[src/hdl/mfb_pkg.sv]
// ----------------------------------------------------------------------------
// mfb_pkg
// Shared types and constants for the monochrome framebuffer draw/flush core.
// ----------------------------------------------------------------------------
package mfb_pkg;

    localparam int SCREEN_W_DEF = 128;
    localparam int SCREEN_H_DEF = 64;

    localparam int CMD_W     = 3;
    localparam int XY_W      = 9;
    localparam int SZ_W      = 8;
    localparam int ROW_W     = 6;
    localparam int CRD_W     = 11;
    localparam int BYTE_W    = 8;
    localparam int S_TDATA_W = 48;
    localparam int M_TDATA_W = 8;

    // slave tdata layout
    localparam int POSX_LSB = 0;
    localparam int POSY_LSB = 9;
    localparam int RW_LSB   = 18;
    localparam int RH_LSB   = 26;
    localparam int ON_BIT   = 34;
    localparam int ROW_LSB  = 35;

    localparam logic [BYTE_W-1:0] PAGE_CMD   = 8'hB0;
    localparam logic [BYTE_W-1:0] COL_LO_CMD = 8'h00;
    localparam logic [BYTE_W-1:0] COL_HI_CMD = 8'h10;
    localparam logic [BYTE_W-1:0] COL_NIB    = 8'h0F;

    typedef enum logic [CMD_W-1:0] {
        CMD_CLEAR   = 3'd0,
        CMD_PIXEL   = 3'd1,
        CMD_OUTLINE = 3'd2,
        CMD_FILL    = 3'd3,
        CMD_FLUSH   = 3'd4
    } t_cmd;

    typedef enum logic [1:0] {
        DOP_CLEAR,
        DOP_PIXEL,
        DOP_OUTLINE,
        DOP_FILL
    } t_draw_op;

    typedef struct packed {
        t_draw_op               op;
        logic signed [XY_W-1:0] x;
        logic signed [XY_W-1:0] y;
        logic [SZ_W-1:0]        w;
        logic [SZ_W-1:0]        h;
        logic                   on;
    } t_draw_req;

    typedef enum logic [2:0] {
        D_IDLE,
        D_CLEAR,
        D_BOUND,
        D_CLIP,
        D_RD,
        D_WR
    } t_draw_state;

    typedef enum logic [1:0] {
        F_IDLE,
        F_HDR,
        F_RD,
        F_DAT
    } t_flush_state;

    typedef enum logic [1:0] {
        HDR_PAGE,
        HDR_COL_LO,
        HDR_COL_HI
    } t_hdr_sel;

endpackage

[src/hdl/mfb_flush.sv]
// ----------------------------------------------------------------------------
// mfb_flush
// Row flusher: page (row 0 only) and column-address commands, then the row's
// bytes bit-reversed, through a one-word output register.
// ----------------------------------------------------------------------------
module mfb_flush #(
    parameter int SCREEN_W = mfb_pkg::SCREEN_W_DEF,
    parameter int SCREEN_H = mfb_pkg::SCREEN_H_DEF
) (
    input  logic                                         i_clk,
    input  logic                                         i_rst_n,
    input  logic                                         i_start,
    input  logic [mfb_pkg::ROW_W-1:0]                    i_row,
    output logic                                         o_busy,
    output logic                                         o_rd_en,
    output logic [$clog2(((SCREEN_W+7)/8)*SCREEN_H)-1:0] o_rd_addr,
    input  logic [mfb_pkg::BYTE_W-1:0]                   i_rd_data,
    output logic                                         o_tvalid,
    input  logic                                         i_tready,
    output logic [mfb_pkg::BYTE_W-1:0]                   o_tdata,
    output logic                                         o_is_data,
    output logic                                         o_last
);

    localparam int ROW_BYTES   = (SCREEN_W + 7) / 8;
    localparam int FRAME_BYTES = ROW_BYTES * SCREEN_H;
    localparam int AW          = $clog2(FRAME_BYTES);
    localparam int BXW         = (ROW_BYTES > 1) ? $clog2(ROW_BYTES) : 1;
    localparam int BW          = mfb_pkg::BYTE_W;

    function automatic logic [BW-1:0] f_mirror(input logic [BW-1:0] v);
        logic [BW-1:0] r;
        for (int k = 0; k < BW; k++) begin
            r[k] = v[BW-1-k];
        end
        return r;
    endfunction

    mfb_pkg::t_flush_state     r_state, n_state;
    mfb_pkg::t_hdr_sel         r_hidx, n_hidx;
    logic [mfb_pkg::ROW_W-1:0] r_row, n_row;
    logic [BXW-1:0]            r_bx, n_bx;
    logic                      r_vld, n_vld;
    logic [BW-1:0]             r_byte, n_byte;
    logic                      r_isd, n_isd;
    logic                      r_last, n_last;

    logic          slot_free;
    logic          bx_end;
    logic [BW-1:0] col;
    logic [BW-1:0] hdr;

    assign slot_free = !r_vld || i_tready;
    assign bx_end    = (r_bx == BXW'(ROW_BYTES - 1));
    assign col       = BW'(SCREEN_H - 1) - BW'(r_row);
    assign o_rd_addr = AW'(int'(r_row) * ROW_BYTES + int'(r_bx));
    assign o_busy    = (r_state != mfb_pkg::F_IDLE);

    always_comb begin
        unique case (r_hidx)
            mfb_pkg::HDR_PAGE:   hdr = mfb_pkg::PAGE_CMD;
            mfb_pkg::HDR_COL_LO: hdr = mfb_pkg::COL_LO_CMD + (col & mfb_pkg::COL_NIB);
            mfb_pkg::HDR_COL_HI: hdr = mfb_pkg::COL_HI_CMD + (col >> 4);
            default:             hdr = mfb_pkg::PAGE_CMD;
        endcase
    end

    always_comb begin
        n_state = r_state;
        n_hidx  = r_hidx;
        n_row   = r_row;
        n_bx    = r_bx;
        n_vld   = r_vld && !i_tready;
        n_byte  = r_byte;
        n_isd   = r_isd;
        n_last  = r_last;
        o_rd_en = 1'b0;
        unique case (r_state)
            mfb_pkg::F_IDLE: begin
                if (i_start) begin
                    n_row   = i_row;
                    n_bx    = '0;
                    n_hidx  = (i_row == '0) ? mfb_pkg::HDR_PAGE : mfb_pkg::HDR_COL_LO;
                    n_state = mfb_pkg::F_HDR;
                end
            end
            mfb_pkg::F_HDR: begin
                if (slot_free) begin
                    n_vld  = 1'b1;
                    n_byte = hdr;
                    n_isd  = 1'b0;
                    n_last = 1'b0;
                    if (r_hidx == mfb_pkg::HDR_COL_HI) begin
                        n_state = mfb_pkg::F_RD;
                    end else if (r_hidx == mfb_pkg::HDR_PAGE) begin
                        n_hidx = mfb_pkg::HDR_COL_LO;
                    end else begin
                        n_hidx = mfb_pkg::HDR_COL_HI;
                    end
                end
            end
            mfb_pkg::F_RD: begin
                o_rd_en = 1'b1;
                n_state = mfb_pkg::F_DAT;
            end
            mfb_pkg::F_DAT: begin
                if (slot_free) begin
                    n_vld  = 1'b1;
                    n_byte = f_mirror(i_rd_data);
                    n_isd  = 1'b1;
                    n_last = bx_end;
                    if (bx_end) begin
                        n_state = mfb_pkg::F_IDLE;
                    end else begin
                        n_bx    = r_bx + 1'b1;
                        n_state = mfb_pkg::F_RD;
                    end
                end
            end
            default: begin
                n_state = mfb_pkg::F_IDLE;
            end
        endcase
    end

    always_ff @(posedge i_clk) begin
        if (!i_rst_n) begin
            r_state <= mfb_pkg::F_IDLE;
            r_vld   <= 1'b0;
        end else begin
            r_state <= n_state;
            r_vld   <= n_vld;
        end
    end

    always_ff @(posedge i_clk) begin
        r_hidx <= n_hidx;
        r_row  <= n_row;
        r_bx   <= n_bx;
        r_byte <= n_byte;
        r_isd  <= n_isd;
        r_last <= n_last;
    end

    assign o_tvalid  = r_vld;
    assign o_tdata   = r_byte;
    assign o_is_data = r_isd;
    assign o_last    = r_last;

endmodule

[config.mk]
export PLATFORM = sky130hd
export DESIGN_NAME = mfb_flush
export DESIGN_NICKNAME = d
export VERILOG_FILES = /design/src/hdl/mfb_pkg.sv /design/src/hdl/mfb_flush.sv
export SDC_FILE = /design/constraint.sdc
export NUM_CORES = 1
export LEC_CHECK = 0
export ABC_CLOCK_PERIOD_IN_PS = 2200
export BUFFER_PORTS_ARGS = -buffer_cell sky130_fd_sc_hd__buf_2
export CORE_MARGIN = 2
export CORE_UTILIZATION = 45
export DETAILED_ROUTE_END_ITERATION = 10
export PLACE_DENSITY = 0.74
export SLEW_MARGIN = 20
export SYNTH_ARGS = -nofsm -noshare
export SYNTH_HDL_FRONTEND = slang
export SYNTH_SLANG_ARGS = --single-unit
export TNS_END_PERCENT = 5
[constraint.sdc]
create_clock -name i_clk -period 2.2 [get_ports i_clk]
set_input_delay 0 -clock i_clk [delete_from_list [all_inputs] [get_ports i_clk]]
set_output_delay 0 -clock i_clk [all_outputs]
set_load 0.01 [all_outputs]
==> summary.md, run 1 <==
| Metric | Value |
|---|---|
| CTS buffer count | `3` |
| Skew final | `0.00286 ns` |
| Wire per inst | `12.5 um` |
| Final Core Density | `0.660` |
| Post-Route Setup TNS | `0 ns` |
| Antenna violations before repair | `0` |
| Worst EP arrival | `1.59 ns` |
| Hold Path Origin | `i_rd_data[3]` |
| Setup Fix Bufs, Post-CTS | `0` |
| Sw Ratio | `0.252` |
| Clk pin slew, worst setup/hold paths | `0.13 ns` |
| EDFF count, synth | `22` |
| R2R Path Start | `r_state[0]$_SDFFE_PN0P_` |
| Port Buffers | `40` |
| Max IR drop VDD | `430 uV` |
| Synth cell types | `26` |
| First-pass DRT Iterations | `4` |
| Synth Instances | `87` |
| Final-report max-slew violation count | `0` |
| Total vias in the final route | `844` |
| Clock power share | `0.197` |
| First-pass GRT wire length | `3530 um` |
| Chip width | `53.6 um` |
| Leak Pwr | `0.682 nW` |
| DR vias/cell | `4.88` |
| Max_slew headroom | `0.729` |
| CP required | `2.23 ns` |
| Pwr Density | `655 nW/um^2` |
| Syn_nets | `109` |
| GP Congestion | `0.758` |
| Seq/Total Area, Yosys | `0.652` |
| Worst Setup SP | `r_state[0]$_SDFFE_PN0P_` |
| HP Class | `input pin to register` |
| DRC viols | `0` |
| Min Tclk post-route | `1.56 ns` |
| Core area | `2280 um^2` |
| Vias in the first global route | `820` |
| Dpl hpwl | `1510 um` |
| Cell area after synthesis | `1110 um^2` |
| RSZ-0062 raised after global routing | `false` |
| Syn Area/Cell | `12.7 um^2` |
| CTS tree | `built` |
| Post-synth top cells | `edfxtp_1, nor2_1, inv_1, nand2_1` |
| Die Span Y | `53.6 um` |
| Share of power burned in registers | `0.603` |
| Synthesized flop and latch total | `25` |
| Initial core utilization | `0.486` |
| Nets | `168` |
| Max cap viols | `0` |
| H-tree levels | `1` |
| Comb power frac | `0.199` |
| Worst-skew pair later-pin latency | `0.30 ns` |
| Worst Setup End Kind | `register` |
| Area Overhead vs Synth | `35.9%` |
| Root Buffer | `clkbuf_4` |
| Yosys warning count | `0` |
| Crit share post-route | `0.709` |
| Wirelength, routed | `2160 um` |
| Outcome | `complete, no violations` |
| # IOs | `41` |
| Largest cells by area after synthesis | `edfxtp_1, dfxtp_1, ha_1, nor2_1, inv_1` |
| Tightest Pin Transition | `0.406 ns` |
| DRT iter0 DRCs | `24` |
| Ys flop type | `edfxtp_1` |
| Fmax | `641 MHz` |
| Row count | `17` |
| Critical path class | `register to register` |
| Async S/R FF share, synth | `0` |
| CP Max Fanout | `12` |
| Cell Int Power | `0.736 mW` |
| Hold Vio Cnt, Final | `0` |
| Overall Global Routing Usage | `0.169` |
| Yosys top cell area share | `0.597` |
| Critical Path Source Type | `register` |
| Setup violators final | `0` |
| Share of cells above drive strength 1 | `0.345` |
| NetSw | `0.248 mW` |
| Cell type with the largest total area after synthesis | `edfxtp_1` |
| Die footprint | `2870 um^2` |
| Overflow after GRT | `0` |
| Cell with the most instances after synthesis | `edfxtp_1` |
| Clock sinks | `25` |
| # diodes | `0` |
| Clock buffer depth | `2` |
| Post-route ant nets | `0` |
| Largest net degree at the start of global routing | `14` |
[power by group through the flow]
stage | sequential (mW) | clock [mW] | combinational, mW
finish | 0.594 | 0.194 | 0.196
global route | 0.600 | 0.217 | 0.217
CTS | 0.594 | 0.202 | 0.194
detailed placement | 0.605 | 0 | 0.173
global placement | 0.602 | 0 | 0.169
floorplan | 0.615 | 0 | 0.0966
[per-stage QoR]
step	std cells	hold WS (ns)	total power, mW	cell area (um^2)	worst slack [ns]
after floorplan	87	0.0989	0.712	1110	0.801
after global placement	154	0.193	0.772	1330	0.717
after detailed placement	154	0.193	0.779	1330	0.655
after CTS	172	0.00481	0.990	1490	0.645
after global routing	173	0.0244	1.03	1500	0.498
final	173	0.0150	0.984	1500	0.641
[placed cells by master, fill, tap and decap left out, drive strengths merged]
cell and count:
a22o 2, a31oi 2, nor4 1, ha 4, a41o 1, edfxtp 22
xnor2 1, nor2 10, inv 8, and2 1, nand2b 3, o21ai 4
and3 3, buf 41, dlygate4sd3 15, a31o 1, nand3 4, o22ai 2
xor2 1, a21boi 1, a21oi 2, dfxtp 3, clkbuf 4, nand2 8
o221a 1
[worst paths after layout]
check	endpoint	slack (ns)	cells after the start
worst max-delay path	r_bx[1]$_SDFFCE_PN0P_	0.64	3
worst min register to register	o_tdata[2]$_DFFE_PP_	0.59	1
worst max register to register	r_bx[1]$_SDFFCE_PN0P_	0.64	3
worst min-delay path	o_tdata[4]$_DFFE_PP_	0.01	3
[cell families after synthesis]
group | count (synthesis) | share of synthesized area
AOI/OAI and AO/OA | 16 | 0.0996
and+or+nand+nor | 30 | 0.140
xor gates and xnor gates | 2 | 0.0158
adders and majority gates | 4 | 0.0453
DFF | 25 | 0.652
buffers and inverters | 10 | 0.0475
[final cells by class]
type	instances	area (um^2)
fill	174	773
sequential	25	721
timing repair buffer	56	358
multi-input combinational	52	333
tap	28	35.0
inverter	8	30.0
clock buffer	4	26.3
[metal layers]
layer	vias up	global-route usage	share of wire
met4	0	0.0769	0.0069
met3	2	0.0361	0.066
met2	37	0.265	0.47
met5	-	0	0
met1	373	0.226	0.46
li1	432	-	-
[worst max-delay path: stages (launching register included)]
cell and delay, ns:
dfxtp_1 0.53, nand2_1 0.13, inv_1 0.34, a31o_2 0.29
[sequential cells by signal, indices dropped and copies added (netlist names)]
signal     flops
r_hidx         2
r_state        2
o_tdata        8
o_tvalid       1
r_row          6
o_last         1
r_bx           4
o_is_data      1
[repair_timing]
item	in CTS	in global routing
hold buffers	14	1
hold endpoints to repair	14	1
resized for setup	0	0
No activity file was read; power rests on OpenSTA's default activity.
==> run 2, diff against run 1 <==
ABC_CLOCK_PERIOD_IN_PS = 1500   (was 2200)
clock period = 1.5 ns   (was 2.2 ns; I/O delays follow)
==> summary.md, run 2 (same netlist as run 1, synthesis figures left out) <==
| Metric | Value |
|---|---|
| Most used cell, CP | `inv_1` |
| Post-Route Setup TNS | `0 ns` |
| Final hold slack | `0.0174 ns` |
| Root Buffer | `clkbuf_4` |
| Area Overhead vs Synth | `36.5%` |
| Commonest non-fill, non-tap cell in the layout | `buf_2` |
| First-pass GRT wire length | `3570 um` |
| Pwr Density | `966 nW/um^2` |
| Antenna violations before repair | `0` |
| Overflow after GRT | `0` |
| CTS buffer count | `3` |
| CP required | `1.51 ns` |
| Post-route ant nets | `0` |
| CP max stage cell | `edfxtp_1` |
| Placed Cells | `155` |
| DRC viols | `0` |
| Worst slack, placed | `0.116 ns` |
| Skew final | `0.00832 ns` |
| Final cell count without fillers | `174` |
| Initial core utilization | `0.486` |
| Worst Setup End Kind | `register` |
| H-tree levels | `1` |
| Row count | `17` |
| Placed cell area | `1330 um^2` |
| Post-route cell area | `1510 um^2` |
| Dpl hpwl | `1580 um` |
| Fillers | `158` |
| Max_slew headroom | `0.760` |
| Worst stage delay on the critical path | `0.38 ns` |
| FF-to-FF path depth | `5` |
| Total vias in the final route | `868` |
| Crit share post-route | `0.945` |
| Critical path class | `register to register` |
| Core area | `2280 um^2` |
| Hold Vio Cnt, Final | `0` |
| Commonest non-fill, non-tap cells in the layout | `buf_2, edfxtp_1, dlygate4sd3_1` |
| CP Max Fanout | `3` |
| Chip width | `53.6 um` |
| Largest net degree at the start of global routing | `14` |
| Clock sinks | `25` |
| Critical Path Source Type | `register` |
| GP Congestion | `0.725` |
| Max cap viols | `0` |
| Die Span Y | `53.6 um` |
| Min Tclk post-route | `1.42 ns` |
| Max IR drop VDD | `652 uV` |
| # IOs | `41` |
| Worst EP arrival | `1.43 ns` |
| Number of cells on the worst hold path | `3` |
| HP Class | `input pin to register` |
| Tightest Pin Transition | `0.360 ns` |
| Setup Fix Bufs, Post-CTS | `0` |
| Vias in the first global route | `836` |
| Leak Pwr | `0.685 nW` |
| Wire per inst | `13.2 um` |
| # diodes | `0` |
| CTS tree | `built` |
| Share of cells above drive strength 1 | `0.349` |
| Fmax | `705 MHz` |
| Worst-skew pair later-pin latency | `0.31 ns` |
| Max FFs per register | `8` |
| Port Buffers | `40` |
| RSZ-0062 raised after global routing | `false` |
| Overall Global Routing Usage | `0.176` |
| Clock buffer depth | `2` |
| Cell Chain, Critical Path | `inv_1 -> ha_1 -> inv_1 -> nand3_1 -> a21oi_1` |
| Outcome | `complete, no violations` |
| Clk pin slew, worst setup/hold paths | `0.14 ns` |
| First-pass DRT Iterations | `4` |
| DR vias/cell | `4.99` |
| Setup violators final | `0` |
| Nets | `169` |
| DRT iter0 DRCs | `16` |
| Wirelength, routed | `2300 um` |
| Final WS setup | `0.0824 ns` |
| Final-report max-slew violation count | `0` |
| Die footprint | `2870 um^2` |
-- run 2: worst paths after layout --
kind / from / to / slack, ns
min: i_tready / o_tvalid$_SDFF_PN0_ / 0.02
min reg2reg: o_tvalid$_SDFF_PN0_ / o_tvalid$_SDFF_PN0_ / 0.58
max reg2reg: r_hidx[0]$_DFFE_PP_ / r_hidx[0]$_DFFE_PP_ / 0.08
max: r_hidx[0]$_DFFE_PP_ / r_hidx[0]$_DFFE_PP_ / 0.08
-- run 2: cell type report --
cell class | count | area [um^2] | area share
clock buffers | 4 | 26.3 | 0.0174
flip-flops and latches | 25 | 721 | 0.477
inverters | 8 | 30.0 | 0.0199
repair buffers | 57 | 365 | 0.242
multi-input cells | 52 | 333 | 0.220
well taps | 28 | 35.0 | 0.0232
-- run 2: where the power goes --
group / switching, mW / leakage, nW / internal, mW
Combinational: 0.149 / 0.433 / 0.143
Clock: 0.191 / 0.0150 / 0.104
Sequential: 0.0366 / 0.237 / 0.835
Total: 0.377 / 0.685 / 1.08
-- run 2: critical path, delay by kind of cell, from the launching register on --
family                     cells  cell delay (ns)
adders and majority gates      1             0.24
DFF                            1             0.38
and+or+nand+nor                1             0.08
AOI/OAI and AO/OA              1             0.25
buffers and inverters          2             0.18
-- run 2: layer usage --
metal | part of all wire | routed length (um) | vias up | global-route usage
met5 | 0 | 0 | - | 0
met4 | 0.030 | 68 | 0 | 0.0897
met3 | 0.074 | 171 | 9 | 0.0333
met2 | 0.50 | 1150 | 42 | 0.286
met1 | 0.40 | 914 | 384 | 0.225
li1 | - | - | 433 | -
-- run 2: through the flow --
| step | total power, mW | util |
|---|---|---|
| 5_1_grt | 1.53 | 0.664 |
| 6_report | 1.46 | 0.664 |
| 3_3_place_gp | 1.14 | 0.586 |
| 2_1_floorplan | 1.04 | - |
| 4_1_cts | 1.45 | 0.655 |
| 3_5_place_dp | 1.15 | 0.586 |
-- run 2: timing repair --
item                      in CTS  in global routing
hold endpoints to repair      13                  2
resized for setup              0                  0
hold buffers                  13                  2
==> run 3, diff against run 2 <==
CORE_UTILIZATION = 47   (was 45)
PLACE_DENSITY = 0.77   (was 0.74)
==> summary.md, run 3 (same netlist as run 1, synthesis figures left out) <==
| Metric | Value |
|---|---|
| Outcome | `complete, no violations` |
| Final-report max-slew violation count | `0` |
| CTS tree | `built` |
| Total vias in the final route | `854` |
| Worst slack, placed | `0.145 ns` |
| GP Congestion | `0.749` |
| Worst reg2reg path endpoint | `r_hidx[1]$_SDFFCE_PP0P_` |
| Tightest Pin Transition | `0.342 ns` |
| RSZ-0062 raised after global routing | `false` |
| Die footprint | `2760 um^2` |
| Worst Setup End Kind | `register` |
| Vias in the first global route | `823` |
| Root Buffer | `clkbuf_4` |
| First-pass DRT Iterations | `4` |
| Antenna violations before repair | `0` |
| R2R Path Start | `r_hidx[0]$_DFFE_PP_` |
| Nets | `169` |
| DR vias/cell | `4.91` |
| # IOs | `41` |
| R2R setup slack | `0.12 ns` |
| Most used cell, CP | `inv_1` |
| Port Buffers | `40` |
| Overflow after GRT | `0` |
| HP Class | `input pin to register` |
| Worst EP arrival | `1.41 ns` |
| CP required | `1.53 ns` |
| Final Core Density | `0.684` |
| NetSw | `0.379 mW` |
| Worst Setup SP | `r_hidx[0]$_DFFE_PP_` |
| Clk pin slew, worst setup/hold paths | `0.13 ns` |
| Comb power frac | `0.200` |
| Worst-skew pair later-pin latency | `0.32 ns` |
| Cell Chain, Critical Path | `inv_1 -> ha_1 -> inv_1 -> nand3_1 -> a21oi_1` |
| Chip width | `52.5 um` |
| Leak Pwr | `0.690 nW` |
| CP max stage cell | `edfxtp_1` |
| Post-route ant nets | `0` |
| Share of cells above drive strength 1 | `0.363` |
| Setup violators final | `0` |
| Max_slew headroom | `0.772` |
| Share of power burned in registers | `0.597` |
| DRT iter0 DRCs | `29` |
| Wirelength, routed | `2240 um` |
| Core area | `2210 um^2` |
| Commonest non-fill, non-tap cells in the layout | `buf_2, edfxtp_1, dlygate4sd3_1` |
| Worst stage delay on the critical path | `0.37 ns` |
| Initial core utilization | `0.500` |
| Min Tclk post-route | `1.38 ns` |
| FF-to-FF path depth | `5` |
| Final WS setup | `0.124 ns` |
| Final hold slack | `0.0176 ns` |
| Dpl hpwl | `1520 um` |
| Largest net degree at the start of global routing | `15` |
| Clock buffer depth | `2` |
| Hold endpoint | `o_tdata[6]$_SDFFCE_PN0P_` |
| Overall Global Routing Usage | `0.179` |
| Clock sinks | `25` |
| Max FFs per register | `8` |
| Critical Path Source Type | `register` |
| CTS buffer count | `3` |
| Max cap viols | `0` |
| Max IR drop VDD | `869 uV` |
| # diodes | `0` |
| Setup Fix Bufs, Post-CTS | `0` |
| Number of cells on the worst hold path | `2` |
| Pwr Density | `964 nW/um^2` |
| Die Span Y | `52.5 um` |
| DRC viols | `0` |
| Clock power share | `0.203` |
| First-pass GRT wire length | `3420 um` |
| Critical path class | `register to register` |
| Wire per inst | `12.9 um` |
| Skew final | `0.00741 ns` |
| Commonest non-fill, non-tap cell in the layout | `buf_2` |
| Post-Route Setup TNS | `0 ns` |
| Crit share post-route | `0.917` |
| Cell Int Power | `1.08 mW` |
| Area Overhead vs Synth | `36.8%` |
| Hold Vio Cnt, Final | `0` |
| Sw Ratio | `0.260` |
| CP Max Fanout | `3` |
| Hold Path Origin | `i_rd_data[1]` |
| Fmax | `727 MHz` |
| H-tree levels | `1` |
| Row count | `17` |
-- run 3: changes by cell type in the layout (fill, tap and decap cells not counted) --
| cell | delta |
|---|---|
| clkbuf_1 | -1 |
| clkinv_2 | +1 |
| dfxtp_1 | -1 |
| dfxtp_2 | +1 |
-- run 3: power by group through the flow --
| stage | logic, mW | clock network, mW | registers (mW) |
|---|---|---|---|
| floorplan | 0.142 | 0 | 0.902 |
| global placement | 0.252 | 0 | 0.884 |
| detailed placement | 0.258 | 0 | 0.886 |
| CTS | 0.291 | 0.295 | 0.870 |
| global route | 0.323 | 0.325 | 0.878 |
| finish | 0.292 | 0.296 | 0.871 |
-- run 3: critical path: cells and delay by family (launching register included) --
kind | cells | cell delay [ns]
AND/OR/NAND/NOR | 1 | 0.08
adder cells (fa/ha/maj) | 1 | 0.23
buffers and inverters | 2 | 0.17
flip-flops | 1 | 0.37
AO/OA/AOI/OAI | 1 | 0.24
-- run 3: repair_timing --
action,4_1_cts,5_1_grt
hold buffers,15,0
hold endpoints to repair,14,0
endpoints found under the setup margin,0,1
gates resized for setup,0,1
-- run 3: worst max path at each step --
stage	endpoint	slack [ns]	depth (start not counted)
after CTS	o_tvalid$_SDFF_PN0_	0.12	3
after global placement	r_hidx[1]$_SDFFCE_PP0P_	0.20	5
after floorplan	r_bx[0]$_SDFFCE_PN0P_	0.10	4
final	r_hidx[1]$_SDFFCE_PP0P_	0.12	5
after global routing	r_hidx[1]$_SDFFCE_PP0P_	0.06	5
after detailed placement	r_hidx[1]$_SDFFCE_PP0P_	0.15	5
-- run 3: cell type report --
cell class              count  area (um^2)
clock buffers               3         22.5
clock inverters             1         5.00
fillers                   166          699
inverters                   8         30.0
multi-input cells          52          333
flip-flops and latches     25          722
well taps                  28         35.0
repair buffers             57          365
-- run 3: layer usage --
| metal | track usage | wire [um] | vias up | share of wire |
|---|---|---|---|---|
| met5 | 0 | 0 | - | 0 |
| met4 | 0.132 | 89 | 0 | 0.040 |
| met3 | 0.0371 | 116 | 8 | 0.052 |
| met2 | 0.294 | 1120 | 33 | 0.50 |
| met1 | 0.203 | 913 | 379 | 0.41 |
| li1 | - | - | 434 | - |
-- run 3: through the flow --
stage               power [mW]  area (um^2)  instances
floorplan                 1.04         1110         87
global placement          1.14         1330        155
detailed placement        1.14         1330        155
CTS                       1.46         1510        174
global route              1.53         1510        174
finish                    1.46         1510        174
