`src/hdl/mfb_pkg.sv`:
```
// ----------------------------------------------------------------------------
// mfb_pkg
// Shared types and constants for the monochrome framebuffer draw/flush core.
// ----------------------------------------------------------------------------
package mfb_pkg;

    localparam int SCREEN_W_DEF = 128;
    localparam int SCREEN_H_DEF = 64;

    localparam int CMD_W     = 3;
    localparam int XY_W      = 9;
    localparam int SZ_W      = 8;
    localparam int ROW_W     = 6;
    localparam int CRD_W     = 11;
    localparam int BYTE_W    = 8;
    localparam int S_TDATA_W = 48;
    localparam int M_TDATA_W = 8;

    // slave tdata layout
    localparam int POSX_LSB = 0;
    localparam int POSY_LSB = 9;
    localparam int RW_LSB   = 18;
    localparam int RH_LSB   = 26;
    localparam int ON_BIT   = 34;
    localparam int ROW_LSB  = 35;

    localparam logic [BYTE_W-1:0] PAGE_CMD   = 8'hB0;
    localparam logic [BYTE_W-1:0] COL_LO_CMD = 8'h00;
    localparam logic [BYTE_W-1:0] COL_HI_CMD = 8'h10;
    localparam logic [BYTE_W-1:0] COL_NIB    = 8'h0F;

    typedef enum logic [CMD_W-1:0] {
        CMD_CLEAR   = 3'd0,
        CMD_PIXEL   = 3'd1,
        CMD_OUTLINE = 3'd2,
        CMD_FILL    = 3'd3,
        CMD_FLUSH   = 3'd4
    } t_cmd;

    typedef enum logic [1:0] {
        DOP_CLEAR,
        DOP_PIXEL,
        DOP_OUTLINE,
        DOP_FILL
    } t_draw_op;

    typedef struct packed {
        t_draw_op               op;
        logic signed [XY_W-1:0] x;
        logic signed [XY_W-1:0] y;
        logic [SZ_W-1:0]        w;
        logic [SZ_W-1:0]        h;
        logic                   on;
    } t_draw_req;

    typedef enum logic [2:0] {
        D_IDLE,
        D_CLEAR,
        D_BOUND,
        D_CLIP,
        D_RD,
        D_WR
    } t_draw_state;

    typedef enum logic [1:0] {
        F_IDLE,
        F_HDR,
        F_RD,
        F_DAT
    } t_flush_state;

    typedef enum logic [1:0] {
        HDR_PAGE,
        HDR_COL_LO,
        HDR_COL_HI
    } t_hdr_sel;

endpackage

```
`src/hdl/mfb_draw.sv`:
```
// ----------------------------------------------------------------------------
// mfb_draw
// Draw sequencer: clear sweep, and clipped rectangle spans applied to the
// frame store as byte-wide read-modify-write.
// ----------------------------------------------------------------------------
module mfb_draw #(
    parameter int SCREEN_W = mfb_pkg::SCREEN_W_DEF,
    parameter int SCREEN_H = mfb_pkg::SCREEN_H_DEF
) (
    input  logic                                         i_clk,
    input  logic                                         i_rst_n,
    input  logic                                         i_start,
    input  mfb_pkg::t_draw_req                           i_req,
    output logic                                         o_busy,
    output logic                                         o_rd_en,
    output logic [$clog2(((SCREEN_W+7)/8)*SCREEN_H)-1:0] o_rd_addr,
    input  logic [mfb_pkg::BYTE_W-1:0]                   i_rd_data,
    output logic                                         o_we,
    output logic [$clog2(((SCREEN_W+7)/8)*SCREEN_H)-1:0] o_waddr,
    output logic [mfb_pkg::BYTE_W-1:0]                   o_wdata
);

    localparam int ROW_BYTES   = (SCREEN_W + 7) / 8;
    localparam int FRAME_BYTES = ROW_BYTES * SCREEN_H;
    localparam int AW          = $clog2(FRAME_BYTES);
    localparam int XW          = $clog2(SCREEN_W);
    localparam int YW          = $clog2(SCREEN_H);
    localparam int BXW         = (ROW_BYTES > 1) ? $clog2(ROW_BYTES) : 1;
    localparam int CW          = mfb_pkg::CRD_W;

    localparam logic signed [CW-1:0] XMAX = CW'(SCREEN_W - 1);
    localparam logic signed [CW-1:0] YMAX = CW'(SCREEN_H - 1);
    localparam logic signed [CW-1:0] ZERO = '0;
    localparam logic signed [CW-1:0] ONE  = CW'(1);

    mfb_pkg::t_draw_state r_state, n_state;
    mfb_pkg::t_draw_req   r_req, n_req;
    logic [1:0]           r_pass, n_pass;
    logic [AW-1:0]        r_clr, n_clr;
    logic signed [CW-1:0] r_xl, n_xl, r_xr, n_xr, r_yt, n_yt, r_yb, n_yb;
    logic [XW-1:0]        r_cx0, n_cx0, r_cx1, n_cx1;
    logic [YW-1:0]        r_cy1, n_cy1, r_row, n_row;
    logic [BXW-1:0]       r_bx, n_bx;

    logic signed [CW-1:0] xs, ys, xe, ye, wv, hv;
    logic signed [CW-1:0] bxl, bxr, byt, byb;
    logic                 empty, last_pass;
    logic [XW-1:0]        cx0, cx1;
    logic [YW-1:0]        cy0, cy1;
    logic [BXW-1:0]       bx_first, bx_last;
    logic [2:0]           lo, hi;
    logic [7:0]           mask;
    logic [AW-1:0]        addr;

    // span bounds for the current pass
    always_comb begin
        xs = CW'(r_req.x);
        ys = CW'(r_req.y);
        wv = $signed({{(CW-mfb_pkg::SZ_W){1'b0}}, r_req.w});
        hv = $signed({{(CW-mfb_pkg::SZ_W){1'b0}}, r_req.h});
        xe = xs + wv - ONE;
        ye = ys + hv - ONE;
        bxl = xs;
        bxr = xe;
        byt = ys;
        byb = ye;
        unique case (r_req.op)
            mfb_pkg::DOP_PIXEL: begin
                bxr = xs;
                byb = ys;
            end
            mfb_pkg::DOP_OUTLINE: begin
                unique case (r_pass)
                    2'd0: byb = ys;
                    2'd1: byt = ye;
                    2'd2: bxr = xs;
                    2'd3: bxl = xe;
                endcase
            end
            mfb_pkg::DOP_FILL,
            mfb_pkg::DOP_CLEAR: begin
            end
        endcase
    end

    // clipping
    always_comb begin
        empty = (r_xr < ZERO) || (r_xl > XMAX) || (r_yb < ZERO) || (r_yt > YMAX)
             || (r_xl > r_xr) || (r_yt > r_yb);
        cx0 = (r_xl < ZERO) ? '0 : XW'(r_xl);
        cx1 = (r_xr > XMAX) ? XW'(XMAX) : XW'(r_xr);
        cy0 = (r_yt < ZERO) ? '0 : YW'(r_yt);
        cy1 = (r_yb > YMAX) ? YW'(YMAX) : YW'(r_yb);
    end

    // byte mask within the clipped span
    always_comb begin
        bx_first = BXW'(r_cx0 >> 3);
        bx_last  = BXW'(r_cx1 >> 3);
        lo = (r_bx == bx_first) ? r_cx0[2:0] : 3'd0;
        hi = (r_bx == bx_last)  ? r_cx1[2:0] : 3'd7;
        for (int k = 0; k < 8; k++) begin
            mask[7-k] = (3'(k) >= lo) && (3'(k) <= hi);
        end
    end

    assign addr      = AW'(int'(r_row) * ROW_BYTES + int'(r_bx));
    assign last_pass = (r_req.op != mfb_pkg::DOP_OUTLINE) || (r_pass == 2'd3);
    assign o_busy    = (r_state != mfb_pkg::D_IDLE);
    assign o_rd_addr = addr;

    always_comb begin
        n_state = r_state;
        n_req   = r_req;
        n_pass  = r_pass;
        n_clr   = r_clr;
        n_xl    = r_xl;
        n_xr    = r_xr;
        n_yt    = r_yt;
        n_yb    = r_yb;
        n_cx0   = r_cx0;
        n_cx1   = r_cx1;
        n_cy1   = r_cy1;
        n_row   = r_row;
        n_bx    = r_bx;
        o_rd_en = 1'b0;
        o_we    = 1'b0;
        o_waddr = addr;
        o_wdata = '0;
        unique case (r_state)
            mfb_pkg::D_IDLE: begin
                if (i_start) begin
                    n_req  = i_req;
                    n_pass = '0;
                    n_clr  = '0;
                    if (i_req.op == mfb_pkg::DOP_CLEAR) begin
                        n_state = mfb_pkg::D_CLEAR;
                    end else begin
                        n_state = mfb_pkg::D_BOUND;
                    end
                end
            end
            mfb_pkg::D_CLEAR: begin
                o_we    = 1'b1;
                o_waddr = r_clr;
                if (r_clr == AW'(FRAME_BYTES - 1)) begin
                    n_state = mfb_pkg::D_IDLE;
                end else begin
                    n_clr = r_clr + 1'b1;
                end
            end
            mfb_pkg::D_BOUND: begin
                if (r_req.op == mfb_pkg::DOP_FILL && (r_req.w == '0 || r_req.h == '0)) begin
                    n_state = mfb_pkg::D_IDLE;
                end else begin
                    n_xl    = bxl;
                    n_xr    = bxr;
                    n_yt    = byt;
                    n_yb    = byb;
                    n_state = mfb_pkg::D_CLIP;
                end
            end
            mfb_pkg::D_CLIP: begin
                if (empty) begin
                    if (last_pass) begin
                        n_state = mfb_pkg::D_IDLE;
                    end else begin
                        n_pass  = r_pass + 1'b1;
                        n_state = mfb_pkg::D_BOUND;
                    end
                end else begin
                    n_cx0   = cx0;
                    n_cx1   = cx1;
                    n_cy1   = cy1;
                    n_row   = cy0;
                    n_bx    = BXW'(cx0 >> 3);
                    n_state = mfb_pkg::D_RD;
                end
            end
            mfb_pkg::D_RD: begin
                o_rd_en = 1'b1;
                n_state = mfb_pkg::D_WR;
            end
            mfb_pkg::D_WR: begin
                o_we    = 1'b1;
                o_wdata = r_req.on ? (i_rd_data | mask) : (i_rd_data & ~mask);
                if (r_bx == bx_last) begin
                    if (r_row == r_cy1) begin
                        if (last_pass) begin
                            n_state = mfb_pkg::D_IDLE;
                        end else begin
                            n_pass  = r_pass + 1'b1;
                            n_state = mfb_pkg::D_BOUND;
                        end
                    end else begin
                        n_row   = r_row + 1'b1;
                        n_bx    = bx_first;
                        n_state = mfb_pkg::D_RD;
                    end
                end else begin
                    n_bx    = r_bx + 1'b1;
                    n_state = mfb_pkg::D_RD;
                end
            end
            default: begin
                n_state = mfb_pkg::D_IDLE;
            end
        endcase
    end

    always_ff @(posedge i_clk) begin
        if (!i_rst_n) begin
            r_state <= mfb_pkg::D_CLEAR;
            r_clr   <= '0;
        end else begin
            r_state <= n_state;
            r_clr   <= n_clr;
        end
    end

    always_ff @(posedge i_clk) begin
        r_req  <= n_req;
        r_pass <= n_pass;
        r_xl   <= n_xl;
        r_xr   <= n_xr;
        r_yt   <= n_yt;
        r_yb   <= n_yb;
        r_cx0  <= n_cx0;
        r_cx1  <= n_cx1;
        r_cy1  <= n_cy1;
        r_row  <= n_row;
        r_bx   <= n_bx;
    end

endmodule

```
`config.mk`:
```
export PLATFORM = sky130hd
export DESIGN_NAME = mfb_draw
export DESIGN_NICKNAME = d
export VERILOG_FILES = /design/src/hdl/mfb_pkg.sv /design/src/hdl/mfb_draw.sv
export SDC_FILE = /design/constraint.sdc
export NUM_CORES = 1
export LEC_CHECK = 0
export BUFFER_PORTS_ARGS = -buffer_cell sky130_fd_sc_hd__buf_2
export CORE_ASPECT_RATIO = 0.6
export CORE_MARGIN = 4
export CORE_UTILIZATION = 45
export DETAILED_ROUTE_END_ITERATION = 7
export PLACE_DENSITY = 0.68
export SLEW_MARGIN = 20
export SYNTH_ARGS = -nofsm -noshare
export SYNTH_HDL_FRONTEND = slang
export SYNTH_SLANG_ARGS = --single-unit
```
`constraint.sdc`:
```
create_clock -name i_clk -period 8 [get_ports i_clk]
set_clock_uncertainty 0.2 [all_clocks]
set_input_delay 1.2 -clock i_clk [delete_from_list [all_inputs] [get_ports i_clk]]
set_output_delay 1.2 -clock i_clk [all_outputs]
set_load 0.03 [all_outputs]
```
==> results of run 1 <==
[area by class of cell]
class,count,share of cell area
clock buffer,21,0.05164
clock inverter,8,0.01394
inverter,103,0.04533
sequential,126,0.4283
tap,203,0.02978
timing repair buffer,79,0.04665
multi-input combinational,434,0.3843
[worst min-delay path by stage]
stage | cells after the start | endpoint | slack, ns | startpoint
after floorplan | 2 | r_clr[3]$_SDFFE_PN0P_ | 0.28 | r_clr[3]$_SDFFE_PN0P_
after global placement | 2 | r_clr[3]$_SDFFE_PN0P_ | 0.32 | r_clr[3]$_SDFFE_PN0P_
after global routing | 2 | r_cy1[4]$_SDFFCE_PN1P_ | 0.37 | r_yb[4]$_DFFE_PP_
final | 2 | r_cy1[4]$_SDFFCE_PN1P_ | 0.34 | r_yb[4]$_DFFE_PP_
after CTS | 2 | r_cy1[4]$_SDFFCE_PN1P_ | 0.34 | r_yb[4]$_DFFE_PP_
after detailed placement | 2 | r_cy1[4]$_SDFFCE_PN1P_ | 0.33 | r_yb[4]$_DFFE_PP_
[flip-flops by register name (all words and copies together), names as in the netlist, 7 cells and up]
signal and flops:
r_yt 11, hv 8, r_xl 11, r_xr 11, r_cx0 7, r_cx1 7
r_req 29, r_yb 11, r_clr 10
[tightest hold or removal path, cell delays in order (launching register included)]
cell	delay (ns)
sky130_fd_sc_hd__edfxtp_1	0.31
sky130_fd_sc_hd__inv_1	0.05
sky130_fd_sc_hd__o21ai_0	0.07
[cell usage after synthesis, drive strengths merged (4+ instances only)]
master and number:
or3 4, ha 64, nand2 38, a21oi 32
mux2 22, o41ai 6, nor3 11, edfxtp 113
a21o 8, nand3b 7, o21bai 6, xnor2 28
nor3b 4, mux2i 7, dfxtp 13, nor2b 8
o21ai 43, and2 5, a21boi 4, nand3 12
buf 4, nor2 42, o31a 4, nor4 8
o22ai 4, xor2 12, a22o 12, clkbuf 9
inv 103, nand4 7, or2 4
[logic make-up after synthesis]
| logic type | count (synthesis) |
|---|---|
| AND/OR/NAND/NOR | 159 |
| flip-flops | 126 |
| XOR/XNOR | 40 |
| multiplexers | 29 |
| adder cells (fa/ha/maj) | 66 |
| buffers and inverters | 116 |
| AO/OA/AOI/OAI | 140 |
[report_power, final]
part | total (W) | internal, W | switching (W)
registers | 0.000713 | 0.000711 | 0.00000176
logic | 0.0000229 | 0.0000120 | 0.0000109
clock network | 0.000743 | 0.000482 | 0.000261
total | 0.00148 | 0.00120 | 0.000274
[per-stage QoR]
| step | instance area [sq um] | hold WS, ns |
|---|---|---|
| finish | 8529 | 0.3422 |
| global route | 8529 | 0.3743 |
| CTS | 8529 | 0.3423 |
| detailed placement | 7970 | 0.3305 |
| global placement | 7970 | 0.3239 |
| floorplan | 7372 | 0.2833 |
[routing by layer]
metal / track usage / part of all wire / vias up
li1: - / - / 2585
met1: 0.2775 / 0.56 / 2407
met2: 0.2266 / 0.37 / 185
met3: 0.03946 / 0.066 / 14
met4: 0.04212 / 0.0071 / 0
met5: 0 / 0 / -
==> reports/results.md, run 1 <==
- worst reg2reg path depth: 7
- via-per-instance ratio: 5.330
- shortest clock period the worst path allows after layout: 4.236 ns
- worst reg2reg setup slack: 4.71 ns
- top cells by area in the synthesized netlist: sky130_fd_sc_hd__edfxtp_1 (46%), sky130_fd_sc_hd__ha_1 (11%), sky130_fd_sc_hd__inv_1 (5.2%), sky130_fd_sc_hd__dfxtp_1 (3.5%), sky130_fd_sc_hd__mux2_2 (3.4%)
- area of the multi-input gates: 3278 sq um
- data required time at the worst endpoint: 6.60 ns
- maximum root-to-sink buffer count: 2
- area leader, netlist: sky130_fd_sc_hd__edfxtp_1
- Static Leakage: 3.571 nW
- worst r2r dst: r_pass[0]$_SDFFCE_PN0P_
- start of the worst register-to-register path: r_xl[10]$_DFFE_PP_
- Die H: 107.1 um
- critical-path maximum fanout: 14
- # Post-CTS Setup Buffers: 0
- total global routing track utilization: 0.1716
- Initial DRT Pass Iterations: 5
- Post-synth EDFFs: 113
- crit share post-route: 0.5295
- xor/xnor share of the synthesized area: 0.04752
- Syn Area/Cell: 10.91 sq um
- kind of start point of the critical path: register
- CP Capture Point: o_wdata[6]
- final core utilization: 0.5441
- area share of the largest cell type after synthesis: 0.4603
- area growth from synthesis to final layout: 15.70%
- TritonCTS sink count: 126
- cell area after synthesis: 7372 sq um
- remaining max-slew budget at the tightest pin: 0.3569
- Gate Count Post-Synth: 676
- Die Width: 173.2 um
- Initial DRC Count: 360
- cell family contributing the most delay on the critical path: simple AND/OR/NAND/NOR gates
- via count: 5191
- pin count of the biggest net entering global routing: 45
- final count of hold timing violations: 0
- register area: 3654 sq um
- dominant combinational cell family by area after synthesis: compound AO/OA/AOI/OAI gates
- ratio of cells with drive above 1 in the final layout: 0.1816
- number of gates on the worst path with buffers counted: 7
- fraction of the mapped netlist area in compound gates: 0.1232
- first-pass GRT wire length: 25.54 mm
- CTS buffer count: 17
- Post-CTS Hold Buffers: 0
- Port Buf Inserts: 78
- net count of the finished layout: 875
- worst min-delay path class: register to register
- number of register bits inferred by synthesis: 126
- standard cell with the maximum stage delay on the critical path: sky130_fd_sc_hd__nor4_4
- power density over the cells: 173.3 nW/um^2
- half-perimeter wire length after detailed placement: 12.02 mm
- remaining design rule violation count: 0
- per-cell routed wire length: 15.97 um
- Initial Utilization: 0.4702
- num rows: 35
- cells resized by post-CTS repair: 0
- Max VDD drop: 0.09783 mV
- post-route non-filler standard cell count: 974
- H-tree Lvls: 4
- worst path bufs/invs: 1
- Worst-Skew Late Latency: 0.41 ns
- number of distinct library cells after synthesis: 60
- floorplan core area: 15680 sq um
- Die Area: 18560 sq um
- share of flip-flops with an asynchronous set or reset: 0
- most frequently used flop master after synthesis: sky130_fd_sc_hd__edfxtp_1
- status: finished, final reports clean
- crit path from: r_bx[2]$_DFFE_PP_
- ANT cells: 0
- most frequent standard cell in the layout excluding fill and tap cells: sky130_fd_sc_hd__edfxtp_1
- classification of the worst setup path: register to primary output
- clock slew seen by the registers of the worst setup and hold paths: 0.05 ns
- CTS tree: built
- Setup violations, final: 0
- number of pins with negative max-slew slack in the final report: 0
- DRT antenna net count: 0
- unrepaired setup endpoints after global routing: no
- root buf cell: sky130_fd_sc_hd__clkbuf_16
- Worst-Margin Slew: 0.9624 ns
- DRT Wirelength: 15.55 mm
- proportion of synthesized area in mux cells: 0.04311
- commonest cells after routing, fill and taps aside: sky130_fd_sc_hd__edfxtp_1 (113), sky130_fd_sc_hd__inv_1 (103), sky130_fd_sc_hd__buf_2 (78)
- total negative slack: 0 ns
- initial antenna violation count: 0
- category of the worst setup path capture point: primary output
- area fraction in and, or, nand and nor cells after synthesis: 0.1159
- Syn. warnings: 0
- num ports: 79
- CP max stage delay: 0.72 ns
- share of synthesized area occupied by flip-flops and latches: 0.4956
- layout filler cell count: 1336
- worst setup slack after placement: 4.193 ns
- syn_nets: 790
- area share of fa/ha/maj cells after synthesis: 0.1141
- routability congestion estimate from global placement: 0.9033
- data arrival time of the worst path: 2.84 ns
- Critical Path, Cell by Cell: xor2_1 -> nor4_4 -> nand2b_2 -> o32ai_1 -> mux2i_1 -> nor2_1 -> buf_2
- reported max-cap violation count: 0
- cell count after placement: 945
- grt total ovfl: 0
- vias in the first global route: 4959
- final critical-path setup slack: 3.764 ns
- maximum operating frequency: 0.2361 GHz
- overall power: 0.001479 W
Note: power is estimated with default switching activity, not from simulation.
==> run 2: changes to the inputs <==
Settings changed: PLACE_DENSITY 0.68 to 0.7.
Clock period 8 ns to 3.55 ns, I/O delays scaled along.
==> reports/results.md, run 2 (same netlist as run 1, synthesis figures left out) <==
- status: finished, final reports clean
- ANT cells: 0, unchanged
- shortest clock period the worst path allows after layout: 3.152 ns
- unrepaired setup endpoints after global routing: no
- Setup violations, final: 0, unchanged
- standard cell with the maximum stage delay on the critical path: sky130_fd_sc_hd__edfxtp_1
- # Post-CTS Setup Buffers: 0, unchanged
- Max VDD drop: 0.2832 mV, +190%
- routability congestion estimate from global placement: 0.8609, -4.7%
- pin count of the biggest net entering global routing: 45, unchanged
- Initial Utilization: 0.4702, unchanged
- maximum operating frequency: 0.3172 GHz
- commonest cells after routing, fill and taps aside: sky130_fd_sc_hd__edfxtp_1 (113), sky130_fd_sc_hd__inv_1 (103), sky130_fd_sc_hd__buf_2 (78)
- CTS buffer count: 17, unchanged
- cell count after placement: 949, +0.42%
- CP max stage delay: 0.51 ns, -0.21 ns
- grt total ovfl: 0, unchanged
- Static Leakage: 3.582 nW, +0.29%
- via-per-instance ratio: 5.448, +2.2%
- Worst-Margin Slew: 0.7960 ns, -0.1664 ns
- data arrival time of the worst path: 2.42 ns, -0.42 ns
- reported max-cap violation count: 0, unchanged
- area growth from synthesis to final layout: 16.04%
- worst path bufs/invs: 1, unchanged
- max FFs per register: 29, unchanged
- final core utilization: 0.5457, +0.001596
- Port Buf Inserts: 78, unchanged
- WHS: 0.08471 ns, -0.2575 ns
- Post-CTS Hold Buffers: 0, unchanged
- layout filler cell count: 1316, -1.5%
- num rows: 35, unchanged
- cell family contributing the most delay on the critical path: simple AND/OR/NAND/NOR gates
- half-perimeter wire length after detailed placement: 12.63 mm, +5.1%
- total global routing track utilization: 0.1813, +0.009712
- first-pass GRT wire length: 26.85 mm, +5.2%
- post-route non-filler standard cell count: 981, +0.72%
- area of the multi-input gates: 3287 sq um, +0.27%
- floorplan core area: 15680 sq um, unchanged
- most frequent standard cell in the layout excluding fill and tap cells: sky130_fd_sc_hd__edfxtp_1
- Die Width: 173.2 um, unchanged
- cells resized by post-CTS repair: 0, unchanged
- kind of start point of the critical path: register
- crit share post-route: 0.8880
- via count: 5344, +2.9%
- Initial DRT Pass Iterations: 5, unchanged
- remaining design rule violation count: 0, unchanged
- remaining max-slew budget at the tightest pin: 0.4646, +0.1077
- per-cell routed wire length: 16.71 um, +4.7%
- data required time at the worst endpoint: 2.82 ns, -3.78 ns
- net count of the finished layout: 879, +0.46%
- register area: 3654 sq um, unchanged
- Die Area: 18560 sq um, unchanged
- Die H: 107.1 um, unchanged
- DRT antenna net count: 0, unchanged
- total negative slack: 0 ns, unchanged
- power density over the cells: 383.3 nW/um^2, +120%
- DRT Wirelength: 16.40 mm, +5.4%
- final count of hold timing violations: 0, unchanged
- category of the worst setup path capture point: primary output
- classification of the worst setup path: register to primary output
- Critical Path, Cell by Cell: xor2_1 -> nor4_4 -> nand2b_2 -> o32ai_1 -> mux2i_1 -> nor2_1 -> buf_2
- overall power: 0.003279 W, +120%
- maximum root-to-sink buffer count: 2, unchanged
- H-tree Lvls: 4, unchanged
- TritonCTS sink count: 126, unchanged
- Initial DRC Count: 428, +19%
- number of pins with negative max-slew slack in the final report: 0, unchanged
- critical-path maximum fanout: 5, -9
- Worst-Skew Late Latency: 0.42 ns, about the same
- register bank with the most flops: r_req
- worst min-delay path class: primary input to register
- num ports: 79, unchanged
- initial antenna violation count: 0, unchanged
- root buf cell: sky130_fd_sc_hd__clkbuf_16
- clock slew seen by the registers of the worst setup and hold paths: 0.06 ns, about the same
- CTS tree: built
- vias in the first global route: 5201, +4.9%
- ratio of cells with drive above 1 in the final layout: 0.1902, +0.008649
==> run 2: cell types whose count changed in the layout (fill, tap and decap cells not counted) <==
cell	previous run	this run
sky130_fd_sc_hd__nor4b_2	2	1
sky130_fd_sc_hd__nor4b_4	0	1
sky130_fd_sc_hd__clkbuf_1	4	0
sky130_fd_sc_hd__clkinv_4	0	1
sky130_fd_sc_hd__inv_6	0	3
sky130_fd_sc_hd__bufinv_16	3	1
sky130_fd_sc_hd__buf_4	1	5
sky130_fd_sc_hd__clkinvlp_4	2	4
sky130_fd_sc_hd__clkinv_1	1	4
==> run 2: path summary, 6_finish.rpt <==
kind                                     startpoint                      to  slack, ns  depth (start not counted)
worst min-delay path                       i_req[9]      r_req[9]$_DFFE_PP_       0.08                          1
worst max-delay path              r_bx[3]$_DFFE_PP_              o_wdata[6]       0.40                          7
worst min register to register    r_xr[5]$_DFFE_PP_  r_cx1[5]$_SDFFCE_PN1P_       0.35                          2
worst max register to register  r_req[27]$_DFFE_PP_       r_xl[9]$_DFFE_PP_       0.52                         11
==> run 2: through the flow <==
step,cell area (sq um),setup WS [ns]
CTS,8554,0.3955
global route,8554,0.2316
detailed placement,8009,0.5549
global placement,8009,0.7197
finish,8554,0.3977
floorplan,7387,0.6453
==> run 2: where the power goes <==
group / switching, W / total, W / internal, W / leakage [nW]
Clock: 0.000667 / 0.00162 / 0.000955 / 0.256
Sequential: 0.00000374 / 0.00161 / 0.00160 / 1.12
Combinational: 0.0000243 / 0.0000511 / 0.0000268 / 2.20
Total: 0.000695 / 0.00328 / 0.00258 / 3.58
==> run 2: layer usage <==
metal / GRT usage / wire, um
met3: 0.04898 / 1328
met4: 0.04212 / 175
met1: 0.2842 / 8665
met2: 0.2457 / 6225
met5: 0 / 0
==> run 2: final cells by class <==
| type | count | area share |
|---|---|---|
| Clock buffer | 17 | 0.04973 |
| Clock inverter | 15 | 0.01404 |
| Inverter | 103 | 0.04520 |
| Multi-Input combinational cell | 434 | 0.3842 |
| Sequential cell | 126 | 0.4271 |
| Tap cell | 203 | 0.02969 |
| Timing Repair Buffer | 83 | 0.05002 |
==> run 3: changes to the inputs <==
Settings changed: ABC_AREA from default to 1, SETUP_SLACK_MARGIN from default to 0.5.
==> reports/results.md, run 3 <==
- power density over the cells: 478.4 nW/um^2, +25%
- Initial DRC Count: 346, -19%
- area share of the largest cell type after synthesis: 0.4583, -0.002022
- crit share post-route: 0.8446, -0.04341
- number of pins with negative max-slew slack in the final report: 0, unchanged
- dominant cell by count in the synthesized netlist: sky130_fd_sc_hd__inv_1
- Syn Area/Cell: 9.164 sq um, -16%
- first-pass GRT wire length: 26.94 mm, +0.31%
- CP max stage delay: 0.47 ns, -0.04 ns
- maximum operating frequency: 0.3335 GHz, +5.1%
- pin count of the biggest net entering global routing: 45, unchanged
- switching portion of total power: 0.2703, +0.05825
- status: finished, final reports clean
- number of register bits inferred by synthesis: 126, unchanged
- standard cell with the maximum stage delay on the critical path: sky130_fd_sc_hd__edfxtp_1
- remaining max-slew budget at the tightest pin: 0.3291, -0.1354
- reported max-cap violation count: 0, unchanged
- number of distinct library cells after synthesis: 45, -25%
- most frequent standard cell in the layout excluding fill and tap cells: sky130_fd_sc_hd__inv_1
- final critical-path setup slack: 0.5518 ns, +0.1541 ns
- routability congestion estimate from global placement: 0.8979, +4.3%
- Syn. warnings: 0, unchanged
- CTS buffer count: 17, unchanged
- worst min-delay path class: primary input to register
- top cells by area in the synthesized netlist: sky130_fd_sc_hd__edfxtp_1 (46%), sky130_fd_sc_hd__ha_1 (11%), sky130_fd_sc_hd__inv_1 (8.7%), sky130_fd_sc_hd__nand2_1 (7.1%), sky130_fd_sc_hd__o21ai_0 (3.7%)
- Initial Utilization: 0.4579, -0.01232
- cell count after placement: 1091, +15%
- syn_nets: 922, +17%
- Post-synth EDFFs: 113, unchanged
- TritonCTS sink count: 126, unchanged
- area growth from synthesis to final layout: 18.54%
- num ports: 79, unchanged
- data arrival time of the worst path: 2.27 ns, -0.15 ns
- worst setup slack after placement: 0.7069 ns, +0.1520 ns
- Gate Count Post-Synth: 808, +20%
- post-route non-filler standard cell count: 1130, +15%
- grt total ovfl: 0, unchanged
- Worst-Skew Late Latency: 0.42 ns, about the same
- kind of start point of the critical path: register
- CTS tree: built
- total negative slack: 0 ns, unchanged
- initial antenna violation count: 0, unchanged
- half-perimeter wire length after detailed placement: 12.34 mm, -2.3%
- most frequently used flop master after synthesis: sky130_fd_sc_hd__edfxtp_1
- category of the worst setup path capture point: primary output
- maximum root-to-sink buffer count: 2, unchanged
- commonest cells after routing, fill and taps aside: sky130_fd_sc_hd__inv_1 (171), sky130_fd_sc_hd__nand2_1 (140), sky130_fd_sc_hd__edfxtp_1 (113)
- final count of hold timing violations: 0, unchanged
- net switching power figure: 0.001135 W, +63%
- net count of the finished layout: 1022, +16%
- DRT Wirelength: 16.24 mm, -0.98%
- sequential fraction of design power: 0.409, -0.081
- layout filler cell count: 1444, +9.7%
- via-per-instance ratio: 5.074, -6.9%
- part of the total power dissipated in the clock network: 0.447, -0.048
- vias in the first global route: 5512, +6.0%
- Worst-Margin Slew: 0.9933 ns, +0.1973 ns
- Static Leakage: 4.038 nW, +13%
- overall power: 0.004199 W, +28%
- remaining design rule violation count: 0, unchanged
- share of flip-flops with an asynchronous set or reset: 0, unchanged
- unrepaired setup endpoints after global routing: yes
- most frequent cell on the critical path: sky130_fd_sc_hd__a21oi_1
- max FFs per register: 29, unchanged
- clock slew seen by the registers of the worst setup and hold paths: 0.06 ns, about the same
- Comb pwr share: 0.144, +0.128
- Cell Int Power: 0.003064 W, +19%
- Die Area: 18640 sq um, +0.41%
- num rows: 36, +2.9%
- ratio of cells with drive above 1 in the final layout: 0.1629, -0.02736
- share of synthesized area occupied by flip-flops and latches: 0.4934, -0.002177
- floorplan core area: 16170 sq um, +3.1%
- H-tree Lvls: 4, unchanged
- data required time at the worst endpoint: 2.82 ns, about the same
- cell area after synthesis: 7405 sq um, +0.44%
- area leader, netlist: sky130_fd_sc_hd__edfxtp_1
- most instantiated cells after synthesis: sky130_fd_sc_hd__inv_1 (171), sky130_fd_sc_hd__nand2_1 (140), sky130_fd_sc_hd__edfxtp_1 (113)
- Die Width: 173.6 um, +0.21%
- total global routing track utilization: 0.1811, -0.0002075
- critical-path maximum fanout: 4, -1
- Die H: 107.4 um, +0.20%
- Setup violations, final: 0, unchanged
- ANT cells: 0, unchanged
- classification of the worst setup path: register to primary output
- Critical Path, Cell by Cell: buf_4 -> xor2_1 -> a21oi_1 -> nand2_2 -> nor2_2 -> inv_1 -> o21ai_1 -> o21ai_0 -> a21oi_1 -> clkbuf_4
- per-cell routed wire length: 14.37 um, -14%
- register bank with the most flops: r_req
- Initial DRT Pass Iterations: 5, unchanged
- DRT antenna net count: 0, unchanged
- Max VDD drop: 0.2579 mV, -9.0%
- Port Buf Inserts: 78, unchanged
- root buf cell: sky130_fd_sc_hd__clkbuf_16
- via count: 5734, +7.3%
- shortest clock period the worst path allows after layout: 2.998 ns, -0.1541 ns
==> run 3: changes by cell type in the layout (fill, tap and decap cells not counted), sizes merged, moves of 8 or more <==
cell / delta
inv: +76
o32ai: +14
nor2: +21
mux2: -22
o21ai: +16
a21oi: +17
a22o: -12
nand3: +13
xnor2: -23
nand2: +106
nor2b: -8
==> run 3: kinds of logic after synthesis <==
| kind of cell | after synthesis | share of synthesized area |
|---|---|---|
| simple gates | 263 | 0.1590 |
| buf+inv | 189 | 0.09818 |
| compound gates | 140 | 0.1075 |
| flops | 126 | 0.4934 |
| fa+ha+maj | 66 | 0.1136 |
| xor+xnor | 24 | 0.02839 |
==> run 3: cell type report <==
type / count / area, sq um / area share
repair buffers: 90 / 488.0 / 0.05560
inverters: 180 / 690.7 / 0.07869
clock inverters: 15 / 210.2 / 0.02395
clock buffers: 17 / 425.4 / 0.04847
flip-flops and latches: 126 / 3654 / 0.4163
well taps: 209 / 261.5 / 0.02979
multi-input cells: 493 / 3048 / 0.3473
==> run 3: repair_timing <==
| action | in CTS | in global routing |
|---|---|---|
| hold buffers | 0 | 0 |
| resized for setup | 0 | 13 |
| pin swaps | 0 | 2 |
| setup endpoints to repair | 5 | 15 |
| setup buffers | 4 | 3 |
==> run 3: critical path, delay by kind of cell, from the launching register on <==
family / cells / cell delay (ns)
buffers and inverters: 3 / 0.45
AOI/OAI and AO/OA: 4 / 0.56
DFF: 1 / 0.47
and+or+nand+nor: 2 / 0.24
xor gates and xnor gates: 1 / 0.13
==> run 3: per-layer routing <==
metal  share of wire  global-route usage  vias to the layer above
met5               0                   0                        -
met4           0.011             0.05872                        0
met3           0.070             0.04563                       19
met2            0.43              0.2752                      172
met1            0.48              0.2556                     2641
li1                -                   -                     2902
==> run 3: power groups by stage <==
| stage | Clock [W] | Combinational (W) | Sequential, W |
|---|---|---|---|
| after global placement | 0 | 0.000577 | 0.00175 |
| after global routing | 0.00197 | 0.000678 | 0.00172 |
| final | 0.00188 | 0.000605 | 0.00172 |
| after floorplan | 0 | 0.000417 | 0.00175 |
| after detailed placement | 0 | 0.000587 | 0.00175 |
| after CTS | 0.00191 | 0.000598 | 0.00172 |
==> run 3: per-stage QoR <==
step	hold WS, ns	utilization	cell area (sq um)
after global routing	0.06488	0.5428	8777
after CTS	0.06426	0.5395	8723
final	0.08136	0.5428	8777
after detailed placement	0.2834	0.4983	8058
after global placement	0.2929	0.4983	8058
after floorplan	0.2498	-	7405
==> run 3: path summary, 6_finish.rpt <==
| path | from | cells past startpoint | to | slack [ns] |
|---|---|---|---|---|
| worst max-delay path | r_bx[0]$_DFFE_PP_ | 10 | o_wdata[2] | 0.55 |
| worst min-delay path | i_req[15] | 1 | r_req[15]$_DFFE_PP_ | 0.08 |
| worst max register to register | r_req[20]$_DFFE_PP_ | 13 | r_yb[10]$_DFFE_PP_ | 0.82 |
| worst min register to register | r_clr[8]$_SDFFE_PN0P_ | 1 | r_clr[8]$_SDFFE_PN0P_ | 0.31 |
